## config.mk

```make
export PLATFORM = sky130hd
export DESIGN_NAME = base58_decoder_core
export DESIGN_NICKNAME = d
export VERILOG_FILES = /design/src/rtl/b58dec_pkg.sv /design/src/rtl/base58_decoder_core.sv /design/src/rtl/b58dec_front.sv /design/src/rtl/b58dec_cmdq.sv /design/src/rtl/b58dec_back.sv
export VERILOG_INCLUDE_DIRS = /design/src /design/src/rtl
export SDC_FILE = /design/constraint.sdc
export NUM_CORES = 1
export LEC_CHECK = 0
export BUFFER_PORTS_ARGS = -buffer_cell sky130_fd_sc_hd__buf_2
export CAP_MARGIN = 40
export CORE_MARGIN = 10
export CORE_UTILIZATION = 53
export CTS_CLUSTER_SIZE = 30
export DETAILED_ROUTE_END_ITERATION = 16
export GPL_ROUTABILITY_DRIVEN = 0
export PLACE_DENSITY = 0.76
export SLEW_MARGIN = 20
export SYNTH_ARGS = -nofsm -noshare
export SYNTH_HDL_FRONTEND = slang
export SYNTH_SLANG_ARGS = --single-unit
```

## constraint.sdc

```tcl
create_clock -name i_clk -period 9 [get_ports i_clk]
set_input_delay 1.8 -clock i_clk [delete_from_list [all_inputs] [get_ports i_clk]]
set_output_delay 1.8 -clock i_clk [all_outputs]
set_load 0.01 [all_outputs]
```

## src/rtl/base58_decoder_core_defines.svh

```systemverilog
// Assertion macros shared by the decoder modules.
`ifndef BASE58_DECODER_CORE_DEFINES_SVH
`define BASE58_DECODER_CORE_DEFINES_SVH
// Assert that a condition implies a consequence on the same clock edge.
`define B58_ASSERT_IMPL(lbl, clk, rst_n, ante, cons, msg) \
    lbl: assert property (@(posedge clk) disable iff (!rst_n) (ante) |-> (cons)) \
        else $error(msg);
// Assert that a condition implies a consequence on the next clock edge.
`define B58_ASSERT_NEXT(lbl, clk, rst_n, ante, cons, msg) \
    lbl: assert property (@(posedge clk) disable iff (!rst_n) (ante) |=> (cons)) \
        else $error(msg);
`endif

```

## src/rtl/b58dec_pkg.sv

```systemverilog
package b58dec_pkg;

    localparam int unsigned MAX_BYTES_DEF = 64;
    localparam int unsigned ACC_DEPTH = 64;
    localparam int unsigned ACC_AW = 6;
    localparam int unsigned LEN_W = 7;
    localparam int unsigned CMDQ_DEPTH = 4;

    localparam logic [1:0] ST_OK    = 2'd0;
    localparam logic [1:0] ST_EMPTY = 2'd1;
    localparam logic [1:0] ST_BAD   = 2'd2;
    localparam logic [1:0] ST_OVF   = 2'd3;

    typedef enum logic [1:0] {
        PH_SKIP,
        PH_ONES,
        PH_DIGITS,
        PH_TRAIL
    } t_phase;

    typedef enum logic [1:0] {
        CMD_ONE,
        CMD_DIGIT,
        CMD_BAD,
        CMD_END
    } t_cmd_op;

    typedef struct packed {
        t_cmd_op    op;
        logic [5:0] digit;
    } t_cmd;

    typedef enum logic [2:0] {
        BS_IDLE,
        BS_MUL,
        BS_CARRY,
        BS_EMIT_ZERO,
        BS_EMIT_READ,
        BS_EMIT_MAG,
        BS_EMIT_STAT,
        BS_CLEAR
    } t_back_state;

    function automatic logic [6:0] digit_of(input logic [7:0] c);
        logic [6:0] d;
        d = 7'h7f;
        if (c inside {[8'h31:8'h39]}) d = 7'(c - 8'h31);
        else if (c inside {[8'h41:8'h48]}) d = 7'(c - 8'h41 + 8'd9);
        else if (c inside {[8'h4a:8'h4e]}) d = 7'(c - 8'h4a + 8'd17);
        else if (c inside {[8'h50:8'h5a]}) d = 7'(c - 8'h50 + 8'd22);
        else if (c inside {[8'h61:8'h6b]}) d = 7'(c - 8'h61 + 8'd33);
        else if (c inside {[8'h6d:8'h7a]}) d = 7'(c - 8'h6d + 8'd44);
        return d;
    endfunction

    function automatic logic is_space(input logic [7:0] c);
        return c inside {8'h20, [8'h09:8'h0d]};
    endfunction

endpackage

```

## src/rtl/base58_decoder_core.sv

```systemverilog
// Base58 decoder: one character per push transaction, a zero byte ends the string. Input
// transactions are accepted while the four-entry command queue has room. In the back end a
// base58 digit is dequeued, then a multiply-by-58 pass runs over the accumulator memory (over
// mlen bytes, where mlen is the current magnitude length in bytes), then the carry is written;
// a leading '1' or a bad character is only dequeued and recorded, and whitespace produces no
// command. The terminator is dequeued, then each leading zero byte is emitted, then each
// magnitude byte (memory read then result register), or else a status result, and finally
// the state is cleared. A result waiting on pop stalls the back end.
module base58_decoder_core
    import b58dec_pkg::*;
#(
    parameter int unsigned MAX_BYTES = MAX_BYTES_DEF
) (
    input  logic       i_clk,
    input  logic       i_rst_n,
    input  logic       push,
    output logic       full,
    input  logic [7:0] i_text_char,
    output logic       empty,
    input  logic       pop,
    output logic [7:0] o_data_byte,
    output logic [1:0] o_status,
    output logic       o_last
);

    logic w_cv, w_qr, w_qv, w_qpop;
    t_cmd w_c, w_qc;

    b58dec_front u_front (
        .i_clk, .i_rst_n, .i_push(push), .i_text_char, .o_full(full),
        .o_cmd_valid(w_cv), .o_cmd(w_c), .i_cmd_ready(w_qr)
    );

    b58dec_cmdq u_q (
        .i_clk, .i_rst_n, .i_wr(w_cv), .i_wdata(w_c), .o_ready(w_qr),
        .o_valid(w_qv), .o_rdata(w_qc), .i_rd(w_qpop)
    );

    b58dec_back #(.MAX_BYTES(MAX_BYTES)) u_back (
        .i_clk, .i_rst_n, .i_cmd_valid(w_qv), .i_cmd(w_qc), .o_cmd_pop(w_qpop),
        .o_empty(empty), .o_data_byte, .o_status, .o_last, .i_pop(pop)
    );

endmodule

```

## src/rtl/b58dec_front.sv

```systemverilog
`include "base58_decoder_core_defines.svh"
module b58dec_front
    import b58dec_pkg::*;
(
    input  logic       i_clk,
    input  logic       i_rst_n,
    input  logic       i_push,
    input  logic [7:0] i_text_char,
    output logic       o_full,
    output logic       o_cmd_valid,
    output t_cmd       o_cmd,
    input  logic       i_cmd_ready
);

    t_phase     r_phase, n_phase;
    logic       r_bad, n_bad;
    logic       r_busy, n_busy;
    logic [6:0] w_d;
    logic       w_sp;
    logic       w_acc;

    assign w_d   = digit_of(i_text_char);
    assign w_sp  = is_space(i_text_char);
    assign o_full = !i_cmd_ready || r_busy;
    assign w_acc = i_push && !o_full;

    always_comb begin
        n_phase     = r_phase;
        n_bad       = r_bad;
        n_busy      = r_busy;
        o_cmd_valid = 1'b0;
        o_cmd.op    = CMD_END;
        o_cmd.digit = w_d[5:0];
        if (w_acc) begin
            if (i_text_char == 8'h00) begin
                o_cmd_valid = 1'b1;
                o_cmd.op = CMD_END;
                n_phase = PH_SKIP;
                n_bad = 1'b0;
            end else if (!r_bad) begin
                case (r_phase)
                    PH_SKIP, PH_ONES: begin
                        if (w_d == 7'd0) begin
                            n_phase = PH_ONES;
                            o_cmd_valid = 1'b1;
                            o_cmd.op = CMD_ONE;
                        end else if (w_d != 7'h7f) begin
                            n_phase = PH_DIGITS;
                            o_cmd_valid = 1'b1;
                            o_cmd.op = CMD_DIGIT;
                        end else if (w_sp) begin
                            if (r_phase == PH_ONES) n_phase = PH_TRAIL;
                        end else begin
                            n_bad = 1'b1;
                            o_cmd_valid = 1'b1;
                            o_cmd.op = CMD_BAD;
                        end
                    end
                    PH_DIGITS: begin
                        if (w_d != 7'h7f) begin
                            o_cmd_valid = 1'b1;
                            o_cmd.op = CMD_DIGIT;
                        end else if (w_sp) begin
                            n_phase = PH_TRAIL;
                        end else begin
                            n_bad = 1'b1;
                            o_cmd_valid = 1'b1;
                            o_cmd.op = CMD_BAD;
                        end
                    end
                    default: begin
                        if (!w_sp) begin
                            n_bad = 1'b1;
                            o_cmd_valid = 1'b1;
                            o_cmd.op = CMD_BAD;
                        end
                    end
                endcase
            end
        end
        n_busy = 1'b0;
    end

    always_ff @(posedge i_clk) begin
        if (!i_rst_n) begin
            r_phase <= PH_SKIP;
            r_bad   <= 1'b0;
            r_busy  <= 1'b0;
        end else begin
            r_phase <= n_phase;
            r_bad   <= n_bad;
            r_busy  <= n_busy;
        end
    end

    `B58_ASSERT_IMPL(a_cmd_only_on_accept, i_clk, i_rst_n, o_cmd_valid, w_acc,
        "Command issued without an accepted transaction.")
    `B58_ASSERT_NEXT(a_end_resets_phase, i_clk, i_rst_n,
        w_acc && i_text_char == 8'h00, r_phase == PH_SKIP && !r_bad,
        "Terminator did not reset the parser.")
    `B58_ASSERT_IMPL(a_no_cmd_after_bad, i_clk, i_rst_n,
        r_bad && o_cmd_valid, o_cmd.op == CMD_END,
        "Command issued after a bad character.")

endmodule

```

## src/rtl/b58dec_cmdq.sv

```systemverilog
module b58dec_cmdq
    import b58dec_pkg::*;
(
    input  logic i_clk,
    input  logic i_rst_n,
    input  logic i_wr,
    input  t_cmd i_wdata,
    output logic o_ready,
    output logic o_valid,
    output t_cmd o_rdata,
    input  logic i_rd
);

    localparam int unsigned AW = $clog2(CMDQ_DEPTH);

    t_cmd          r_mem [CMDQ_DEPTH];
    logic [AW-1:0] r_wp, r_rp;
    logic [AW:0]   r_cnt;
    logic          w_wr, w_rd;

    assign o_ready = r_cnt != (AW+1)'(CMDQ_DEPTH);
    assign o_valid = r_cnt != '0;
    assign o_rdata = r_mem[r_rp];
    assign w_wr = i_wr && o_ready;
    assign w_rd = i_rd && o_valid;

    always_ff @(posedge i_clk) begin
        if (w_wr) r_mem[r_wp] <= i_wdata;
    end

    always_ff @(posedge i_clk) begin
        if (!i_rst_n) begin
            r_wp  <= '0;
            r_rp  <= '0;
            r_cnt <= '0;
        end else begin
            if (w_wr) r_wp <= r_wp + 1'b1;
            if (w_rd) r_rp <= r_rp + 1'b1;
            r_cnt <= r_cnt + (AW+1)'(w_wr) - (AW+1)'(w_rd);
        end
    end

endmodule

```

## src/rtl/b58dec_back.sv

```systemverilog
`include "base58_decoder_core_defines.svh"
module b58dec_back
    import b58dec_pkg::*;
#(
    parameter int unsigned MAX_BYTES = MAX_BYTES_DEF
) (
    input  logic       i_clk,
    input  logic       i_rst_n,
    input  logic       i_cmd_valid,
    input  t_cmd       i_cmd,
    output logic       o_cmd_pop,
    output logic       o_empty,
    output logic [7:0] o_data_byte,
    output logic [1:0] o_status,
    output logic       o_last,
    input  logic       i_pop
);

    logic [7:0]        r_acc [ACC_DEPTH];
    t_back_state       r_st, n_st;
    logic [LEN_W-1:0]  r_mlen, n_mlen;
    logic [LEN_W-1:0]  r_ones, n_ones;
    logic [1:0]        r_fault, n_fault;
    logic [LEN_W-1:0]  r_idx, n_idx;
    logic [7:0]        r_carry, n_carry;
    logic [7:0]        r_rd;
    logic              r_ov, n_ov;
    logic [7:0]        r_ob, n_ob;
    logic [1:0]        r_os, n_os;
    logic              r_ol, n_ol;
    logic              w_we;
    logic [ACC_AW-1:0] w_wa;
    logic [7:0]        w_wd;
    logic [ACC_AW-1:0] w_ra;
    logic [13:0]       w_prod;
    logic              w_room;
    logic              w_oslot;

    assign w_prod = 14'(r_rd) * 14'd58 + 14'(r_carry);
    assign w_room = ({1'b0, r_mlen} + {1'b0, r_ones}) < (LEN_W+1)'(MAX_BYTES);
    assign w_oslot = !r_ov || i_pop;
    assign o_empty = !r_ov;
    assign o_data_byte = r_ob;
    assign o_status = r_os;
    assign o_last = r_ol;

    always_ff @(posedge i_clk) begin
        if (w_we) r_acc[w_wa] <= w_wd;
        r_rd <= r_acc[w_ra];
    end

    always_comb begin
        n_st = r_st; n_mlen = r_mlen; n_ones = r_ones; n_fault = r_fault;
        n_idx = r_idx; n_carry = r_carry;
        n_ov = r_ov && !i_pop; n_ob = r_ob; n_os = r_os; n_ol = r_ol;
        o_cmd_pop = 1'b0; w_we = 1'b0; w_wa = r_idx[ACC_AW-1:0]; w_wd = '0;
        w_ra = r_idx[ACC_AW-1:0];
        case (r_st)
            BS_IDLE: begin
                w_ra = '0;
                if (i_cmd_valid) begin
                    o_cmd_pop = 1'b1;
                    case (i_cmd.op)
                        CMD_ONE: begin
                            if (r_fault == ST_OK) begin
                                if (w_room) n_ones = r_ones + 1'b1;
                                else n_fault = ST_OVF;
                            end
                        end
                        CMD_DIGIT: begin
                            if (r_fault == ST_OK) begin
                                n_carry = {2'b0, i_cmd.digit};
                                n_idx = '0;
                                n_st = (r_mlen == '0) ? BS_CARRY : BS_MUL;
                            end
                        end
                        CMD_BAD: n_fault = ST_BAD;
                        default: begin
                            n_idx = '0;
                            if (r_fault != ST_OK) n_st = BS_EMIT_STAT;
                            else if (r_ones == '0 && r_mlen == '0) n_st = BS_EMIT_STAT;
                            else if (r_ones != '0) n_st = BS_EMIT_ZERO;
                            else begin
                                n_idx = r_mlen - 1'b1;
                                n_st = BS_EMIT_READ;
                            end
                        end
                    endcase
                end
            end
            BS_MUL: begin
                w_we = 1'b1;
                w_wd = w_prod[7:0];
                n_carry = {2'b0, w_prod[13:8]};
                n_idx = r_idx + 1'b1;
                w_ra = n_idx[ACC_AW-1:0];
                if (n_idx == r_mlen) n_st = BS_CARRY;
            end
            BS_CARRY: begin
                w_ra = '0;
                if (r_carry == '0) n_st = BS_IDLE;
                else if (!w_room) begin
                    n_fault = ST_OVF;
                    n_st = BS_IDLE;
                end else begin
                    w_we = 1'b1;
                    w_wa = r_mlen[ACC_AW-1:0];
                    w_wd = r_carry;
                    n_mlen = r_mlen + 1'b1;
                    n_carry = '0;
                end
            end
            BS_EMIT_ZERO: begin
                if (w_oslot) begin
                    n_ov = 1'b1; n_ob = '0; n_os = ST_OK;
                    n_idx = r_idx + 1'b1;
                    n_ol = (n_idx == r_ones) && (r_mlen == '0);
                    if (n_idx == r_ones) begin
                        if (r_mlen == '0) n_st = BS_CLEAR;
                        else begin
                            n_idx = r_mlen - 1'b1;
                            n_st = BS_EMIT_READ;
                        end
                    end
                end
            end
            BS_EMIT_READ: n_st = BS_EMIT_MAG;
            BS_EMIT_MAG: begin
                if (w_oslot) begin
                    n_ov = 1'b1; n_ob = r_rd; n_os = ST_OK;
                    n_ol = (r_idx == '0);
                    if (r_idx == '0) n_st = BS_CLEAR;
                    else begin
                        n_idx = r_idx - 1'b1;
                        n_st = BS_EMIT_READ;
                    end
                end
            end
            BS_EMIT_STAT: begin
                if (w_oslot) begin
                    n_ov = 1'b1; n_ob = '0; n_ol = 1'b1;
                    n_os = (r_fault != ST_OK) ? r_fault : ST_EMPTY;
                    n_st = BS_CLEAR;
                end
            end
            default: begin
                n_mlen = '0; n_ones = '0; n_fault = ST_OK; n_st = BS_IDLE;
            end
        endcase
    end

    always_ff @(posedge i_clk) begin
        if (!i_rst_n) begin
            r_st <= BS_IDLE; r_mlen <= '0; r_ones <= '0; r_fault <= ST_OK;
            r_ov <= 1'b0;
        end else begin
            r_st <= n_st; r_mlen <= n_mlen; r_ones <= n_ones; r_fault <= n_fault;
            r_ov <= n_ov;
        end
        r_idx <= n_idx; r_carry <= n_carry; r_ob <= n_ob; r_os <= n_os; r_ol <= n_ol;
    end

    `B58_ASSERT_IMPL(a_len_bound, i_clk, i_rst_n, 1'b1,
        ({1'b0, r_mlen} + {1'b0, r_ones}) <= (LEN_W+1)'(MAX_BYTES),
        "Result length exceeds the configured maximum.")
    `B58_ASSERT_IMPL(a_pop_idle, i_clk, i_rst_n, o_cmd_pop, r_st == BS_IDLE,
        "Command taken while busy.")
    `B58_ASSERT_IMPL(a_status_zero, i_clk, i_rst_n, !o_empty && o_status != ST_OK,
        o_data_byte == '0 && o_last, "Status result is malformed.")

endmodule

```

Word level (Yosys, flattened, before mapping)
Memories as Yosys holds them, arrays and structs flattened. A register that Yosys moved wholly into a read port is not among the register bits.
Index checks and enable logic that the tools add are counted.
{ "totals": {"regBits": 56, "latchBits": 0, "mem_bits_rw": 544, "rom_bits": 0, "in_bits": 12, "out_inout_bits": 13, "word_cells": 268, "memories": 2} }
{ "memory_table": {"columns": ["name", "words", "width", "read_ports", "rd_ports_with_merged_regs", "wr", "line_no", "text"], "rows": [
  ["u_back.r_acc", 64, 8, 1, 1, 1, "b58dec_back.sv:19", "logic [7:0] r_acc [ACC_DEPTH];"],
  ["u_q.r_mem", 4, 8, 1, 1, 1, "b58dec_cmdq.sv:16", "t_cmd r_mem [CMDQ_DEPTH];"]
]} }
{ "op_classes": {"addsub": 22, "n_mul": 1, "n_div": 0, "magnitude_cmp": 15, "n_eq_ne": 40, "n_shift": 0, "muxes": 114, "n_bitwise": 3, "n_reduce_logical": 56} }
{ "op_table": {"columns": ["operator", "count"], "rows": [
  ["2-to-1 mux 7 bit", 22],
  ["2-to-1 mux 8 bit", 9],
  ["2-to-1 mux 2 bit", 25],
  ["case mux 7 bit (2 select lines)", 3],
  ["greater-or-equal comparator 8 x 7 -> 1 bit (second input constant)", 5],
  ["less-or-equal comparator 8 x 7 -> 1 bit (second input constant)", 5],
  ["2-to-1 mux 3 bit", 12],
  ["subtractor 7 bit (second input constant)", 5],
  ["case mux 8 bit (2 select lines)", 2],
  ["zero test 7 bit", 4],
  ["case mux 7 bit (4 select lines)", 1],
  ["2-to-1 mux 1 bit", 24],
  ["case mux 8 bit (3 select lines)", 1],
  ["adder 7 x 1 -> 7 bit (second input constant)", 3],
  ["case mux 3 bit (7 select lines)", 1],
  ["!= test 2 x 1 -> 1 bit (second input constant)", 10],
  ["2-to-1 mux 6 bit", 3],
  ["zero test 8 bit", 2],
  ["case mux 2 bit (2 select lines)", 4],
  ["adder 14 x 8 -> 14 bit", 1],
  ["adder 7 x 5 -> 7 bit (second input constant)", 2],
  ["adder 7 x 6 -> 7 bit (second input constant)", 2],
  ["== test 7 bit", 2],
  ["!= test 2 bit (second input constant)", 7],
  ["other kinds (49)", 96]
]} }

Longest topological paths before layout
{ "depth": {"word_depth": 18, "ltp_mapped": 15} }

By module
Synthesis repeated with hierarchy kept, for this count alone.
{ "hier_totals": {"cells_unflattened": 2038, "hier_area_um2": 28094.4} }
{ "by_module_without_submodules": {"columns": ["module", "n_inst", "cells_each", "area_each_um2", "seq_area_each_um2"], "rows": [
  ["b58dec_back", 1, 1770, 25147.9, 16656.0],
  ["b58dec_cmdq", 1, 90, 1635.3, 1141.1],
  ["b58dec_front", 1, 178, 1311.3, 60.1]
]} }

Least setup slack after synthesis
Ideal clock, no wire load.
{ "synth_path": {"kind": "flip-flop to flip-flop", "from": "register u_back.r_rd[1], read port of u_back.r_acc", "to": "memory u_back.r_acc[0][6], data pin", "setup_ps": 712, "t_arrival_ps": 5271, "slack_ps": 3017, "stages_incl_launch_ff": 11, "n_path_buf": 0, "cell_sequence": "dfxtp_1 > fa_1 > ha_1 > ha_1 > inv_1 > fa_1 > inv_1 > ha_1 > a21oi_1 > nor2_1 > nor3b_1"} }
{ "synth_between": {"elab_chain_cells": 3} }
{ "synth_rtl": {"columns": ["element", "line_no", "text"], "rows": [
  ["start, declared", "b58dec_back.sv:26", "logic [7:0] r_rd;"],
  ["multiplier 8 x 5 -> 13 bit", "b58dec_back.sv:39", "assign w_prod = 14'(r_rd) * 14'd58 + 14'(r_carry);"],
  ["adder 14 x 8 -> 14 bit", "b58dec_back.sv:39", null],
  ["case mux 8 bit (2 select lines)", "b58dec_back.sv:58", "case (r_st)"],
  ["net u_back.w_wd[6]", "b58dec_back.sv:33", "logic [7:0] w_wd;"],
  ["end, declared", "b58dec_back.sv:19", null]
]} }
The timed path passes the listed nets, and every way through them passes these cells.

==> impl_metrics.ini <==
[worst_hold_path]
hold_path.class = reg -> reg

[finish]
post-route-util_pct = 58.86
flow.area_growth_from_synthesis_pct = 10.33
drive_gt1_share_pct = 16.19
number_of_inserted_diodes = 0
finalNonFillerCells = 2552
finish.net_count = 1914

[sta]
grt_setup_unrepaired = false
clock.fmax_mhz = 204.5
min_period_over_period_pct = 54.33
timing.final.max_slew_violations = 0
worst_pin_slew_ns = 0.8554
totalNegativeSetupSlack_ns = 0
skew_ns = 0.01800
finalSetupViolations = 0
timing_hold_violations_final = 0
hold-worst-slack_ns = 0.5238
slew_headroom_pct = 42.97
shortest_clock_period_the_worst_path_allows_after_layout_ns = 4.890

[place]
dpl.hpwl_um = 36860
buffer_ports.inserted = 24
post-place-cells = 2429

[floorplanning]
die_area_sq_mm = 0.06091
chipHeight_um = 246.8
placeableCoreArea_sq_mm = 0.05109
die_x_um = 246.8
floorplan.initialDensity_pct = 53.35
core.rowCount = 83
design.portCount = 25

[outcome]
outcome = completed

[global_route]
first_global_vias = 16062
grt_overflow = 0
gr-usage-all-layers_pct = 20.25
grt_start_max_net_pins = 92
first_pass_grt_wire_length_um = 95250
antenna_violations_before_repair = 0

[clock_network]
cts_hold_repair.buffers = 0
root_buffer = sky130_fd_sc_hd__clkbuf_16
cts.repair.resized = 0
tritoncts_clock_tree = done
worst_skew_late_latency_ns = 0.62
cts_inserted_buffers = 56
post_cts.repair.setup_buffers = 0
numClockSinks = 608
clock_slew_seen_by_the_registers_of_the_worst_setup_and_hold_paths_ns = 0.06
htree_depth = 2
clk_path_buf_depth = 3

[yosys]
post_synth_xor_area_fraction_pct = 2.079
netlist_instances = 1789
synth-simple-area-share_pct = 8.831
synth-compound-area-share_pct = 6.384
number_of_flops_mapped_to_enable_cells_by_yosys = 568
synth_seq_area_share_pct = 65.50
yosysTopAreaCellShare_pct = 62.57
netlist_area_sq_mm = 0.02726
netlist-cell-type-count = 81
synthFlopType = sky130_fd_sc_hd__edfxtp_1
synth_top_family_by_area = multiplexers
ys_async_sr_fraction_pct = 0
yosysTopAreaCell = sky130_fd_sc_hd__edfxtp_1
synth_mux_area_share_pct = 11.31
synth.net_count = 1877
synth_warnings = 0
synth-seq-cells = 608
synth_area_per_cell_sq_um = 15.24
synth-adder-area-share_pct = 3.846
netlist_top_cells_area = sky130_fd_sc_hd__edfxtp_1 (63%), sky130_fd_sc_hd__mux4_2 (11%), sky130_fd_sc_hd__dfxtp_1 (2.9%), sky130_fd_sc_hd__ha_1 (2.9%), sky130_fd_sc_hd__nor2_1 (2.3%)

[worst_setup_path]
cp_data_required_time_ns = 9.30
critPathKind = in -> reg
critPathArrivalTime_ns = 5.19
worst_setup_path_end_kind = register
worst-path-max-fanout = 12
worst_setup_path_start_kind = primary input

[route]
drtAntennaViolNets = 0
detailedRoute.firstPassIterationCount = 5
post_drt_wl_per_cell_um = 24.06
via_count = 15973
drt_wl_total_um = 61400
first_iter_violations = 1802
drc_errors = 0
vias_per_cell = 6.259

[power]
power.density_mw_per_mm2 = 375.3
leakage_component_of_the_power_uw = 0.009749
power.ir.vdd_worst_uv = 509.6
power.total_uw = 11290

[run]
drv.max_cap_violation_count = 0
## cell type report
class,count,area [sq um]
flip-flops and latches,608,17860
fillers,3733,21020
multi-input cells,1043,8939
inverters,50,187.7
well taps,680,850.8
repair buffers,67,515.5
clock buffers,82,1560
clock inverters,22,166.4
## power by group
part           internal [uW]  switching (uW)  total (uW)
logic                   1970            3180        5150
clock network           1260            1020        2280
registers               3680             182        3860
## sequential cells by signal (all words and copies together) (netlist names), 3 cells and up, named ones only
signal	cells
u_back.r_rd	8
u_back.r_idx	7
u_back.r_acc	512
u_q.r_cnt	3
u_back.o_data_byte	8
u_back.r_mlen	7
u_q.r_mem	32
u_back.r_ones	7
u_back.r_st	3
u_back.r_carry	6
## through the flow
step           setup slack [ns]  area (sq um)
2_1_floorplan             3.017         27260
3_3_place_gp              3.891         28110
3_5_place_dp              3.630         28170
4_1_cts                   4.115         29890
5_1_grt                   3.871         30080
6_report                  4.110         30080
## critical path, stage by stage
cell and delay, ns:
sky130_fd_sc_hd__buf_2 0.21, sky130_fd_sc_hd__inv_1 0.17, sky130_fd_sc_hd__ha_1 0.31, sky130_fd_sc_hd__or2b_1 0.18, sky130_fd_sc_hd__a31oi_1 0.09, sky130_fd_sc_hd__nor3_1 0.56
sky130_fd_sc_hd__a21boi_0 0.21, sky130_fd_sc_hd__o311ai_0 0.43, sky130_fd_sc_hd__o221ai_1 0.33, sky130_fd_sc_hd__or4b_4 0.61, sky130_fd_sc_hd__nor2_1 0.11, sky130_fd_sc_hd__o21ai_0 0.18
## placed cells by master (no fill, tap or decap), types with 11 or more instances in the layout
master	n
sky130_fd_sc_hd__edfxtp_1	568
sky130_fd_sc_hd__nor2_1	164
sky130_fd_sc_hd__nand2_1	149
sky130_fd_sc_hd__mux4_2	136
sky130_fd_sc_hd__ha_1	63
sky130_fd_sc_hd__clkbuf_16	57
sky130_fd_sc_hd__o21ai_0	53
sky130_fd_sc_hd__inv_1	48
sky130_fd_sc_hd__and2_1	45
sky130_fd_sc_hd__dfxtp_1	40
sky130_fd_sc_hd__a21oi_1	38
sky130_fd_sc_hd__buf_4	36
sky130_fd_sc_hd__xor2_1	33
sky130_fd_sc_hd__nand3_1	32
sky130_fd_sc_hd__nor3_1	28
sky130_fd_sc_hd__buf_2	26
sky130_fd_sc_hd__xnor2_1	24
sky130_fd_sc_hd__a211oi_1	23
sky130_fd_sc_hd__clkbuf_1	21
sky130_fd_sc_hd__a31oi_1	20
sky130_fd_sc_hd__a22oi_1	14
sky130_fd_sc_hd__and3_1	13
sky130_fd_sc_hd__clkinv_1	13
sky130_fd_sc_hd__fa_1	13
sky130_fd_sc_hd__nand4_1	12
sky130_fd_sc_hd__nor2b_1	12
sky130_fd_sc_hd__o221ai_1	12
sky130_fd_sc_hd__nand2b_1	11
sky130_fd_sc_hd__o22ai_1	11
sky130_fd_sc_hd__a21o_1	11
## path summary, 6_finish.rpt
| check | start | endpoint | slack [ns] | depth (start not counted) |
|---|---|---|---|---|
| min reg2reg | u_back.r_fault[1] | u_back.r_fault[1] | 0.52 | 2 |
| max reg2reg | u_back.r_mlen[1] | u_back.r_acc[59][4] | 4.43 | 9 |
| max | i_text_char[1] | u_q.r_mem[0][6] | 4.11 | 12 |
| min | u_back.r_fault[1] | u_back.r_fault[1] | 0.52 | 2 |
## cells by family (layout without fill, tap and decap cells)
family          after synthesis  after routing
flops                       608            608
simple gates                512            512
compound gates              257            257
mux                         138            138
buf+inv                     138            221
fa+ha+maj                    76             76
xor+xnor                     60             60
## synthesized netlist by cell type, drive strengths merged (4+ instances only)
master,n
and3,13
a31oi,20
a211oi,24
nor3,28
nand2,150
a21oi,39
nand3,32
a32o,4
o21ai,60
fa,13
dfxtp,40
nand3b,7
a21o,11
inv,49
o22ai,11
edfxtp,568
o21a,10
buf,36
o221ai,12
a22o,10
nor2b,12
and2,45
nand2b,11
xor2,33
mux4,136
o31ai,8
clkbuf,52
xnor2,24
or3,6
a22oi,15
nor2,165
nand4,12
ha,63
or2,4
or4b,4
nor4,9
## layer usage
metal / global-route usage, % / vias up / routed length (um)
met5: 0 / - / 0
met2: 34.09 / 769 / 31120
met3: 3.151 / 126 / 4667
li1: - / 7004 / -
met1: 26.27 / 8074 / 23840
met4: 7.595 / 0 / 1775
Power figures use the tool's default switching activity.
